===== config.mk =====
export PLATFORM = sky130hd
export DESIGN_NAME = sliding_window_frame_receiver_unit
export DESIGN_NICKNAME = d
export VERILOG_FILES = /design/src/rtl/swfr_pkg.sv /design/src/rtl/sliding_window_frame_receiver_unit.sv /design/src/rtl/swfr_cell.sv /design/src/rtl/swfr_chain.sv
export SDC_FILE = /design/constraint.sdc
export NUM_CORES = 1
export LEC_CHECK = 0
export ABC_AREA = 1
export BUFFER_PORTS_ARGS = -buffer_cell sky130_fd_sc_hd__buf_4
export CORE_UTILIZATION = 44
export CTS_CLUSTER_SIZE = 14
export DETAILED_ROUTE_END_ITERATION = 6
export PLACE_DENSITY = 0.63
export SYNTH_ARGS = -nofsm -noshare
export SYNTH_HDL_FRONTEND = slang
export SYNTH_SLANG_ARGS = --single-unit

===== constraint.sdc =====
create_clock -name clk -period 7.9 [get_ports clk]
set_input_delay 2.37 -clock clk [delete_from_list [all_inputs] [get_ports clk]]
set_output_delay 2.37 -clock clk [all_outputs]
set_load 0.1 [all_outputs]

===== src/rtl/swfr_pkg.sv =====
// Package for the sliding window frame receiver.
// Holds the window geometry, field widths, codes and the types shared by
// the slot chain and the top level. Depends on nothing.
package swfr_pkg;

  // Receive window and sequence space. The sequence space is a power of two,
  // so sequence arithmetic wraps naturally in SEQ_W bits.
  localparam int WINDOW    = 8;
  localparam int SEQ_SPACE = 256;
  localparam int SEQ_W     = $clog2(SEQ_SPACE);

  // Field widths of the frame header and of the result.
  localparam int ID_W   = 8;
  localparam int FSEQ_W = 8;
  localparam int TAG_W  = 16;

  // Slot index and delivery count widths.
  localparam int IDX_W = (WINDOW > 1) ? $clog2(WINDOW) : 1;
  localparam int CNT_W = $clog2(WINDOW + 1);

  // Result kinds.
  localparam logic KIND_DELIVERY = 1'b0;
  localparam logic KIND_ACK      = 1'b1;

  typedef enum logic [1:0] {
    ST_IDLE,
    ST_DELIVER,
    ST_ACK
  } state_t;

  // Commands from the controller to the slot chain.
  typedef struct packed {
    logic             shift;
    logic             wr_en;
    logic [IDX_W-1:0] wr_idx;
    logic [TAG_W-1:0] wr_tag;
  } chain_ctrl_t;

endpackage


===== src/rtl/sliding_window_frame_receiver_unit.sv =====
// Sliding window frame receiver, selective repeat with cumulative acknowledgement.
// Frame headers arrive on the input channel (in_valid / in_stall); results leave
// on the output channel (out_valid / out_stall), one transfer per result.
// A frame addressed to another receiver is taken and yields nothing.
// A frame for this receiver yields zero to eight in-order deliveries followed by
// one acknowledgement flagged with last. The frame header is taken first, then
// each result is loaded into the output register in turn while the output is
// not stalled. The first result passes through the state register and then the
// output register. The slot chain shifts one place per delivery, and there is a
// single output register. The input is stalled until the acknowledgement of a
// frame has been loaded into the output register. When the receiver stalls, the
// output register holds its result and the chain waits. The receiver address is
// written on the cfg port (cfg_ready is always high) and should only change while
// no frame is being processed. Reset empties the window, clears last_received and
// the receiver address; no sweep is needed.
// Uses swfr_pkg and swfr_chain.
module sliding_window_frame_receiver_unit
  import swfr_pkg::*;
(
  input  logic              clk,
  input  logic              rst,
  input  logic              cfg_valid,
  output logic              cfg_ready,
  input  logic [ID_W-1:0]   cfg_data,
  input  logic              in_valid,
  output logic              in_stall,
  input  logic [ID_W-1:0]   source_id,
  input  logic [ID_W-1:0]   dest_id,
  input  logic [FSEQ_W-1:0] frame_seq,
  input  logic [TAG_W-1:0]  payload_tag,
  output logic              out_valid,
  input  logic              out_stall,
  output logic              kind,
  output logic [FSEQ_W-1:0] out_seq,
  output logic [TAG_W-1:0]  out_tag,
  output logic [FSEQ_W-1:0] ack_number,
  output logic [ID_W-1:0]   ack_source,
  output logic [ID_W-1:0]   ack_dest,
  output logic              last
);

  state_t            state, state_next;
  logic [ID_W-1:0]   receiver_id;
  logic [SEQ_W-1:0]  last_received;
  logic [CNT_W-1:0]  remaining;
  logic [ID_W-1:0]   src_q;
  logic [ID_W-1:0]   dst_q;
  logic [SEQ_W-1:0]  seq_q;

  logic [SEQ_W-1:0]  seq_mod;
  logic [SEQ_W-1:0]  seq_dist;
  logic [SEQ_W-1:0]  next_seq;
  logic              in_win;
  logic              held;
  logic              take;
  logic              load;
  logic              emit_dlv;
  logic              emit_ack;

  chain_ctrl_t       ctrl;
  logic [WINDOW-1:0] slot_valid;
  logic [TAG_W-1:0]  head_tag;

  swfr_chain u_chain (
    .clk      (clk),
    .rst      (rst),
    .ctrl     (ctrl),
    .valid    (slot_valid),
    .head_tag (head_tag)
  );

  assign cfg_ready = 1'b1;
  assign in_stall  = (state != ST_IDLE);
  assign load      = !out_valid || !out_stall;

  assign seq_mod  = SEQ_W'(frame_seq);
  assign seq_dist = seq_mod - last_received;
  assign in_win   = (seq_dist != '0) && (seq_dist <= SEQ_W'(WINDOW));
  assign next_seq = last_received + SEQ_W'(1);

  // Every slot before the new frame must already be held for delivery to go ahead.
  always_comb begin
    held = 1'b1;
    for (int i = 0; i < WINDOW; i++) begin
      if ((SEQ_W'(i + 1) < seq_dist) && !slot_valid[i]) begin
        held = 1'b0;
      end
    end
  end

  always_ff @(posedge clk) begin
    if (rst) begin
      state <= ST_IDLE;
    end else begin
      state <= state_next;
    end
  end

  always_comb begin
    state_next  = state;
    take        = 1'b0;
    emit_dlv    = 1'b0;
    emit_ack    = 1'b0;
    ctrl        = '0;
    ctrl.wr_idx = IDX_W'(seq_dist - SEQ_W'(1));
    ctrl.wr_tag = payload_tag;
    unique case (state)
      ST_IDLE: begin
        if (in_valid && (dest_id == receiver_id)) begin
          take = 1'b1;
          if (in_win) begin
            ctrl.wr_en = 1'b1;
            state_next = held ? ST_DELIVER : ST_ACK;
          end else begin
            state_next = ST_ACK;
          end
        end
      end
      ST_DELIVER: begin
        if (load) begin
          emit_dlv   = 1'b1;
          ctrl.shift = 1'b1;
          if (remaining == CNT_W'(1)) begin
            state_next = ST_ACK;
          end
        end
      end
      ST_ACK: begin
        if (load) begin
          emit_ack   = 1'b1;
          state_next = ST_IDLE;
        end
      end
      default: begin
        state_next = ST_IDLE;
      end
    endcase
  end

  always_ff @(posedge clk) begin
    if (rst) begin
      receiver_id   <= '0;
      last_received <= '0;
      remaining     <= '0;
      out_valid     <= 1'b0;
    end else begin
      if (cfg_valid && cfg_ready) begin
        receiver_id <= cfg_data;
      end
      if (take && in_win && held) begin
        remaining <= CNT_W'(seq_dist);
      end else if (emit_dlv) begin
        remaining <= remaining - CNT_W'(1);
      end
      if (emit_dlv) begin
        last_received <= next_seq;
      end
      if (load) begin
        out_valid <= emit_dlv || emit_ack;
      end
    end
  end

  always_ff @(posedge clk) begin
    if (take) begin
      src_q <= source_id;
      dst_q <= dest_id;
      seq_q <= seq_mod;
    end
    if (emit_dlv) begin
      kind       <= KIND_DELIVERY;
      out_seq    <= FSEQ_W'(next_seq);
      out_tag    <= head_tag;
      ack_number <= '0;
      ack_source <= '0;
      ack_dest   <= '0;
      last       <= 1'b0;
    end else if (emit_ack) begin
      kind       <= KIND_ACK;
      out_seq    <= FSEQ_W'(seq_q);
      out_tag    <= '0;
      ack_number <= FSEQ_W'(last_received);
      ack_source <= dst_q;
      ack_dest   <= src_q;
      last       <= 1'b1;
    end
  end

endmodule


===== src/rtl/swfr_cell.sv =====
// One slot cell of the receive window: a valid flag and a payload handle.
// On a shift it takes its upper neighbour's contents. Uses swfr_pkg.
module swfr_cell
  import swfr_pkg::*;
(
  input  logic             clk,
  input  logic             rst,
  input  logic             shift,
  input  logic             wr_en,
  input  logic [TAG_W-1:0] wr_tag,
  input  logic             nb_valid,
  input  logic [TAG_W-1:0] nb_tag,
  output logic             valid,
  output logic [TAG_W-1:0] tag
);

  always_ff @(posedge clk) begin
    if (rst) begin
      valid <= 1'b0;
    end else if (shift) begin
      valid <= nb_valid;
    end else if (wr_en) begin
      valid <= 1'b1;
    end
  end

  always_ff @(posedge clk) begin
    if (shift) begin
      tag <= nb_tag;
    end else if (wr_en) begin
      tag <= wr_tag;
    end
  end

endmodule


===== src/rtl/swfr_chain.sv =====
// Chain of window slot cells. Cell i holds the frame whose sequence number
// is last_received + 1 + i; a shift moves every slot one place down.
// Uses swfr_pkg and swfr_cell.
module swfr_chain
  import swfr_pkg::*;
(
  input  logic              clk,
  input  logic              rst,
  input  chain_ctrl_t       ctrl,
  output logic [WINDOW-1:0] valid,
  output logic [TAG_W-1:0]  head_tag
);

  logic [TAG_W-1:0] tag [WINDOW];

  for (genvar i = 0; i < WINDOW; i++) begin : g_cell
    logic             nb_valid;
    logic [TAG_W-1:0] nb_tag;

    if (i == WINDOW - 1) begin : g_top
      // The slot entering from beyond the window is always empty.
      assign nb_valid = 1'b0;
      assign nb_tag   = '0;
    end else begin : g_mid
      assign nb_valid = valid[i+1];
      assign nb_tag   = tag[i+1];
    end

    swfr_cell u_cell (
      .clk      (clk),
      .rst      (rst),
      .shift    (ctrl.shift),
      .wr_en    (ctrl.wr_en && (ctrl.wr_idx == IDX_W'(i))),
      .wr_tag   (ctrl.wr_tag),
      .nb_valid (nb_valid),
      .nb_tag   (nb_tag),
      .valid    (valid[i]),
      .tag      (tag[i])
    );
  end

  assign head_tag = tag[0];

endmodule


Word-level counts from Yosys, hierarchy flattened --
Index checks and enable logic that the tools add are counted.
Cells by class: muxes and demuxes 57, add/sub/neg operators 4, equality and inequality tests 15, reductions and logical operators 47, magnitude comparators 9
Operators by type and width (number):
- $mux W16 | 16
- $lt A3 B8 Y1 const A | 4
- $mux W1 | 30
- $logic_and A1 B1 Y1 | 20
- $reduce_bool A2 Y1 | 10
- $lt A2 B8 Y1 const A | 2
- $mux W8 | 2
- $eq A3 B3 Y1 const B | 4
- $mux W2 | 6
- $logic_not A1 Y1 | 10
- $add A8 B1 Y8 const B | 1
- $eq A8 B8 Y1 | 1
- $le A8 B4 Y1 const B | 1
- $lt A1 B8 Y1 const A | 1
- $lt A4 B8 Y1 const A | 1
- $mux W4 | 2
- $ne A2 B2 Y1 const B | 4
- $reduce_bool A8 Y1 | 1
- $sub A8 B8 Y8 | 1
- $eq A3 B2 Y1 const B | 2
- $pmux W2 S3 | 1
- $eq A4 B1 Y1 const B | 1
- $reduce_and A4 Y1 | 1
- $sub A4 B1 Y4 const B | 1
- 8 further kinds | 9
Word-level totals: register bits 232, output and inout port bits 53, word-level logic and storage cells 162, bits of input ports 53

Logic depth before layout (Yosys ltp) --
depth in word-level cells 15, depth in mapped cells 19, gate-level depth less buffers 19

Modules after synthesis --
A second synthesis with hierarchy kept.
Unflattened totals: cell total of the unflattened synthesis 1139, area total of the unflattened synthesis 10725.3 µm²
By module, submodules not included:
- swfr_cell | instances 8, seq. area each 500.5 µm², area an instance 774.5 µm², cells an instance 77
- sliding_window_frame_receiver_unit | instances 1, seq. area each 2402.3 µm², area an instance 4409.2 µm², cells an instance 498
- swfr_chain | instances 1, seq. area each 0.0 µm², area an instance 120.1 µm², cells an instance 25

Worst setup path before layout --
Ideal clock, no wire load.
path kind in2reg, from input port frame_seq[0], to register u_chain.g_cell[0].u_cell.tag[0] (enable), data required time 7486 ps, data arrival time 5230 ps, setup time 414 ps, slack 2256 ps, cell stages on the path 13, buffers on the path 0, cells stage by stage inv_1 ha_1 inv_1 fa_1 nor2_1 inv_1 nor2_4 inv_2 nand3_2 nand3_2 nor2_4 nand2_4 o21ai_0
Between the ends: cells in the longest elaborated chain, start to end 8, elaborated cells on any way between the ends 11, classes of those cells 2 x add/sub; 1 x order compare; 3 x mux; 5 x reduce/logical
RTL lines:
- start, declared | RTL line sliding_window_frame_receiver_unit.sv:29 | input logic [FSEQ_W-1:0] frame_seq,
- $sub A8 B8 Y8 * | RTL line sliding_window_frame_receiver_unit.sv:77 | assign seq_dist = seq_mod - last_received;
- $le A8 B4 Y1 / $reduce_bool A8 Y1 (equally long branches) | RTL line sliding_window_frame_receiver_unit.sv:78 | assign in_win = (seq_dist != '0) && (seq_dist <= SEQ_W'(WINDOW));
- $logic_and A1 B1 Y1 | RTL line sliding_window_frame_receiver_unit.sv:78
- $mux W1 | RTL line sliding_window_frame_receiver_unit.sv:111 | if (in_win) begin
- $mux W1 | RTL line sliding_window_frame_receiver_unit.sv:109 | if (in_valid && (dest_id == receiver_id)) begin
- $mux W1 | RTL line sliding_window_frame_receiver_unit.sv:107 | unique case (state)
- $logic_and A1 B1 Y1 * | RTL line swfr_chain.sv:33 | .wr_en (ctrl.wr_en && (ctrl.wr_idx == IDX_W'(i))),
- $reduce_bool A2 Y1 (no line) *
- end signal, assigned | RTL line swfr_cell.sv:29 | tag <= nb_tag;
- end signal, assigned | RTL line swfr_cell.sv:31 | tag <= wr_tag;
- end, declared | RTL line swfr_cell.sv:14 | output logic [TAG_W-1:0] tag
Every way passes the cells marked *; elsewhere a longest branch is shown, timed or not. A chain may end at the register's enable or synchronous reset.

Worst setup path in the final report --
from input port frame_seq[0], to register u_chain.g_cell[5].u_cell.tag[12] (enable)
Between the ends: cells in the longest elaborated chain, start to end 8, elaborated cells on any way between the ends 11, classes of those cells 2 x add/sub; 1 x order compare; 1 x eq/ne; 3 x mux; 4 x reduce/logical
RTL lines (RTL line):
- $sub A8 B8 Y8 * | sliding_window_frame_receiver_unit.sv:77
- $le A8 B4 Y1 / $reduce_bool A8 Y1 (equally long branches) | sliding_window_frame_receiver_unit.sv:78
- $logic_and A1 B1 Y1 | sliding_window_frame_receiver_unit.sv:78
- $mux W1 | sliding_window_frame_receiver_unit.sv:111
- $mux W1 | sliding_window_frame_receiver_unit.sv:109
- $mux W1 | sliding_window_frame_receiver_unit.sv:107
- $logic_and A1 B1 Y1 * | swfr_chain.sv:33
- $reduce_bool A2 Y1 (no line) *
- end signal, assigned | swfr_cell.sv:29
- end signal, assigned | swfr_cell.sv:31
- end, declared | swfr_cell.sv:14
Marks and branches as above.

==> summary.txt <==
Status
  – Status: completed

Clocking
  – Root Driver: clkbuf_16
  – CTS buffer count: 25
  – CTS Hold Bufs: 0
  – Post-CTS sizing: 0
  – Worst-skew pair later-pin latency: 520 ps
  – CTS clk-pin slew, worst paths: 60 ps
  – CTS H-Tree Depth: 1
  – CTS tree: yes
  – Clock Path Buffers: 3
  – CTS Sinks: 232
  – Post CTS Setup Buffer Count: 0

Routing
  – Final wirelength: 16.9 mm
  – Post-route DRC: 0
  – DRT iter0 DRCs: 429
  – Vias per inst: 4.59
  – TritonRoute pass-1 iters: 5
  – Via count: 6278
  – Post-DR wirelength/cell: 12.4 µm
  – ANT nets after route: 0

Setup path
  – Crit path DAT: 4960 ps
  – Critical Path RT: 8050 ps
  – R2R setup slack: 4670 ps
  – Critical-path cell list: buf_4, inv_1, ha_1, inv_1, fa_1, nor2_1, inv_1, nor2_4, inv_2, nand3_2, nand3_2, nor2_4, nand2_4, inv_1, nand3_1, nand2_1
  – Slowest-stage cell, CP: fa_1
  – CP peak stage delay: 560 ps
  – Most frequent CP cell: inv_1
  – Setup CP Type: input pin to flop
  – CP endpoint kind: flop
  – Top fanout value on the critical path: 16
  – Crit path launch type: input pin

Timing
  – Fin Setup TNS: 0 ps
  – Max-slew headroom: 0.241
  – RSZ-0062 raised after global routing: no
  – Final min period: 4810 ps
  – Final Hold Viols: 0
  – Final setup violating endpoints: 0
  – Final period util: 0.609
  – Fmax: 208 MHz
  – Worst Skew: 12.3 ps
  – Worst slew pin tran: 1140 ps
  – Pins over their slew limit: 0

Die
  – Placeable Area: 21100 µm²
  – Die width: 149 µm
  – Num rows: 53
  – Die H: 149 µm
  – I/O pins: 106
  – Die area: 22100 µm²
  – Initial Util: 0.449

GRT
  – Largest net degree at the start of global routing: 116
  – First-pass GRT wire length: 28.2 mm
  – Vias in the first global route: 5675
  – Met1 usage: 0.231
  – Antenna violations before repair: 0
  – GR Util All Layers: 0.158
  – Most Crowded Layer GR: met2
  – GR Layer Usage met3: 0.0275
  – GRT overflow: 0
  – GR Layer Usage met2: 0.243

Placement
  – DP Area: 10500 µm²
  – Detail Placement HPWL: 11.6 mm
  – Placer congestion estimate: 0.854
  – I/O Buffers: 104

Synthesis
  – Cell Area, Synth: 9480 µm²
  – Synth top area share: 0.507
  – Post-synth ARST share: 0
  – Most common cell in the netlist: nand2_1
  – Compound-cell area share of the yosys netlist: 0.0589
  – Synth Area per Inst: 9.80 µm²
  – Multiplexer share of the synthesized area: 0
  – Distinct cell type count after synthesis: 37
  – Sequential fraction of the synthesis area: 0.659
  – Largest family of logic cells by synthesized area: simple AND/OR/NAND/NOR gates
  – Synth Area in Simple Gates: 0.209
  – EDFF count, synth: 160
  – Post-Synthesis Cells: 967
  – Cell taking the most area after synthesis: edfxtp_1
  – Post-Synth Adder-Cell Area: 0.0166
  – Synth Flop Type: edfxtp_1
  – Synth Area in XOR/XNOR: 0.0100
  – Synth Warn #: 0
  – Top post-synthesis cells by count: nand2_1, edfxtp_1, nor2_1
  – #FFs+latches synth: 232
  – Ranking of synthesized cells by area: edfxtp_1, dfxtp_1, nand2_1
  – Syn Nets: 1032

Layout
  – Fill count: 1868
  – Area of the multi-input gates: 2810 µm²
  – Share of layout cells above drive strength 1: 0.154
  – Final net count: 1138
  – Seq. cell area: 6250 µm²
  – Final instance area: 11300 µm²
  – Antenna Cells: 0
  – Layout area overhead: 19.5%

Power and ir drop
  – Pwr dens: 390 nW/µm²
  – Tot Pwr: 4.42 mW
  – Maximum vdd ir drop: 0.186 mV
  – Leak pwr: 4.85 nW

Job
  – Max Cap Violations: 0

Worst hold path
  – HP Class: flop to flop
[metrics by stage]
step / worst slack [ps] / hold WS [ps] / std cells / utilization
final: 3090 / 464 / 1367 / 0.537
after global routing: 2820 / 479 / 1367 / 0.537
after CTS: 3070 / 465 / 1367 / 0.537
after detailed placement: 2550 / 456 / 1321 / 0.500
after global placement: 2590 / 453 / 1321 / 0.500
after floorplan: 2260 / 447 / 967 / -
[cell families (layout without fill, tap and decap cells)]
family,count (synthesis),after routing
adder cells (fa/ha/maj),12,12
buffers and inverters,110,235
other,1,1
AND/OR/NAND/NOR,499,499
flip-flops,232,232
AO/OA/AOI/OAI,103,103
XOR/XNOR,10,10
[path summary, 6_finish.rpt]
path	start	end	cells past startpoint
worst min register to register	ack_source[1]	ack_source[1]	2
worst max-delay path	frame_seq[0]	u_chain.g_cell[5].u_cell.tag[12]	16
worst min-delay path	ack_source[1]	ack_source[1]	2
worst max register to register	last_received[0]	u_chain.g_cell[5].u_cell.tag[12]	14
[worst max-delay path: cells and delay by family]
kind          cells  cell delay (ps)
fa+ha+maj         2              700
buf+inv           6              520
simple gates      8             1350
[metal layers]
metal	routed length, µm	part of all wire
met5	0	0
met2	7420	0.44
met1	8380	0.50
met4	257	0.015
met3	826	0.049
[state kept, by name, indices dropped and copies added (netlist names)]
signal	cells
state	2
ack_number	8
last	1
out_seq	8
u_chain.g_cell.u_cell.tag	128
seq_q	8
ack_dest	8
out_tag	16
ack_source	8
last_received	8
u_chain.g_cell.u_cell.valid	8
remaining	4
out_valid	1
receiver_id	8
src_q	8
dst_q	8
[cells in the final DEF, fill, tap and decap left out, types with 2 or more instances in the layout]
cell       synthesis  layout
xor2_1             5       5
nor2_1            96      95
o22ai_1            4       4
nand4_1            6       6
clkinv_2           0       8
xnor2_1            4       4
dfxtp_1           72      72
nor3_1             3       2
nor2_2             2       2
inv_2              4       4
clkbuf_16          0      25
nand3_1           21      21
o21bai_1           6       6
o21ai_1            9      15
a211oi_1           5       5
o21ai_0           41      35
ha_1              11      11
buf_4              3     113
clkbuf_8           0       4
nor2_4             2       3
a21oi_1           35      35
nand3_2            2       2
clkinv_1           0       2
inv_1             71      71
nand2_1          362     362
edfxtp_1         160     160
clkbuf_1          29       5
[cell type report]
class                      count  area share
tap                          275      0.0304
inverter                      76      0.0254
sequential                   232       0.552
clock inverter                12     0.00763
timing repair buffer         113      0.0749
multi-input combinational    625       0.248
clock buffer                  34      0.0618
[report_power, final]
group | switching, mW | total [mW] | leakage [nW] | internal (mW)
Sequential | 0.0813 | 1.71 | 2.06 | 1.62
Clock | 0.451 | 1.10 | 0.396 | 0.651
Combinational | 1.28 | 1.61 | 2.39 | 0.334
Note: power is estimated with default switching activity, not from simulation.
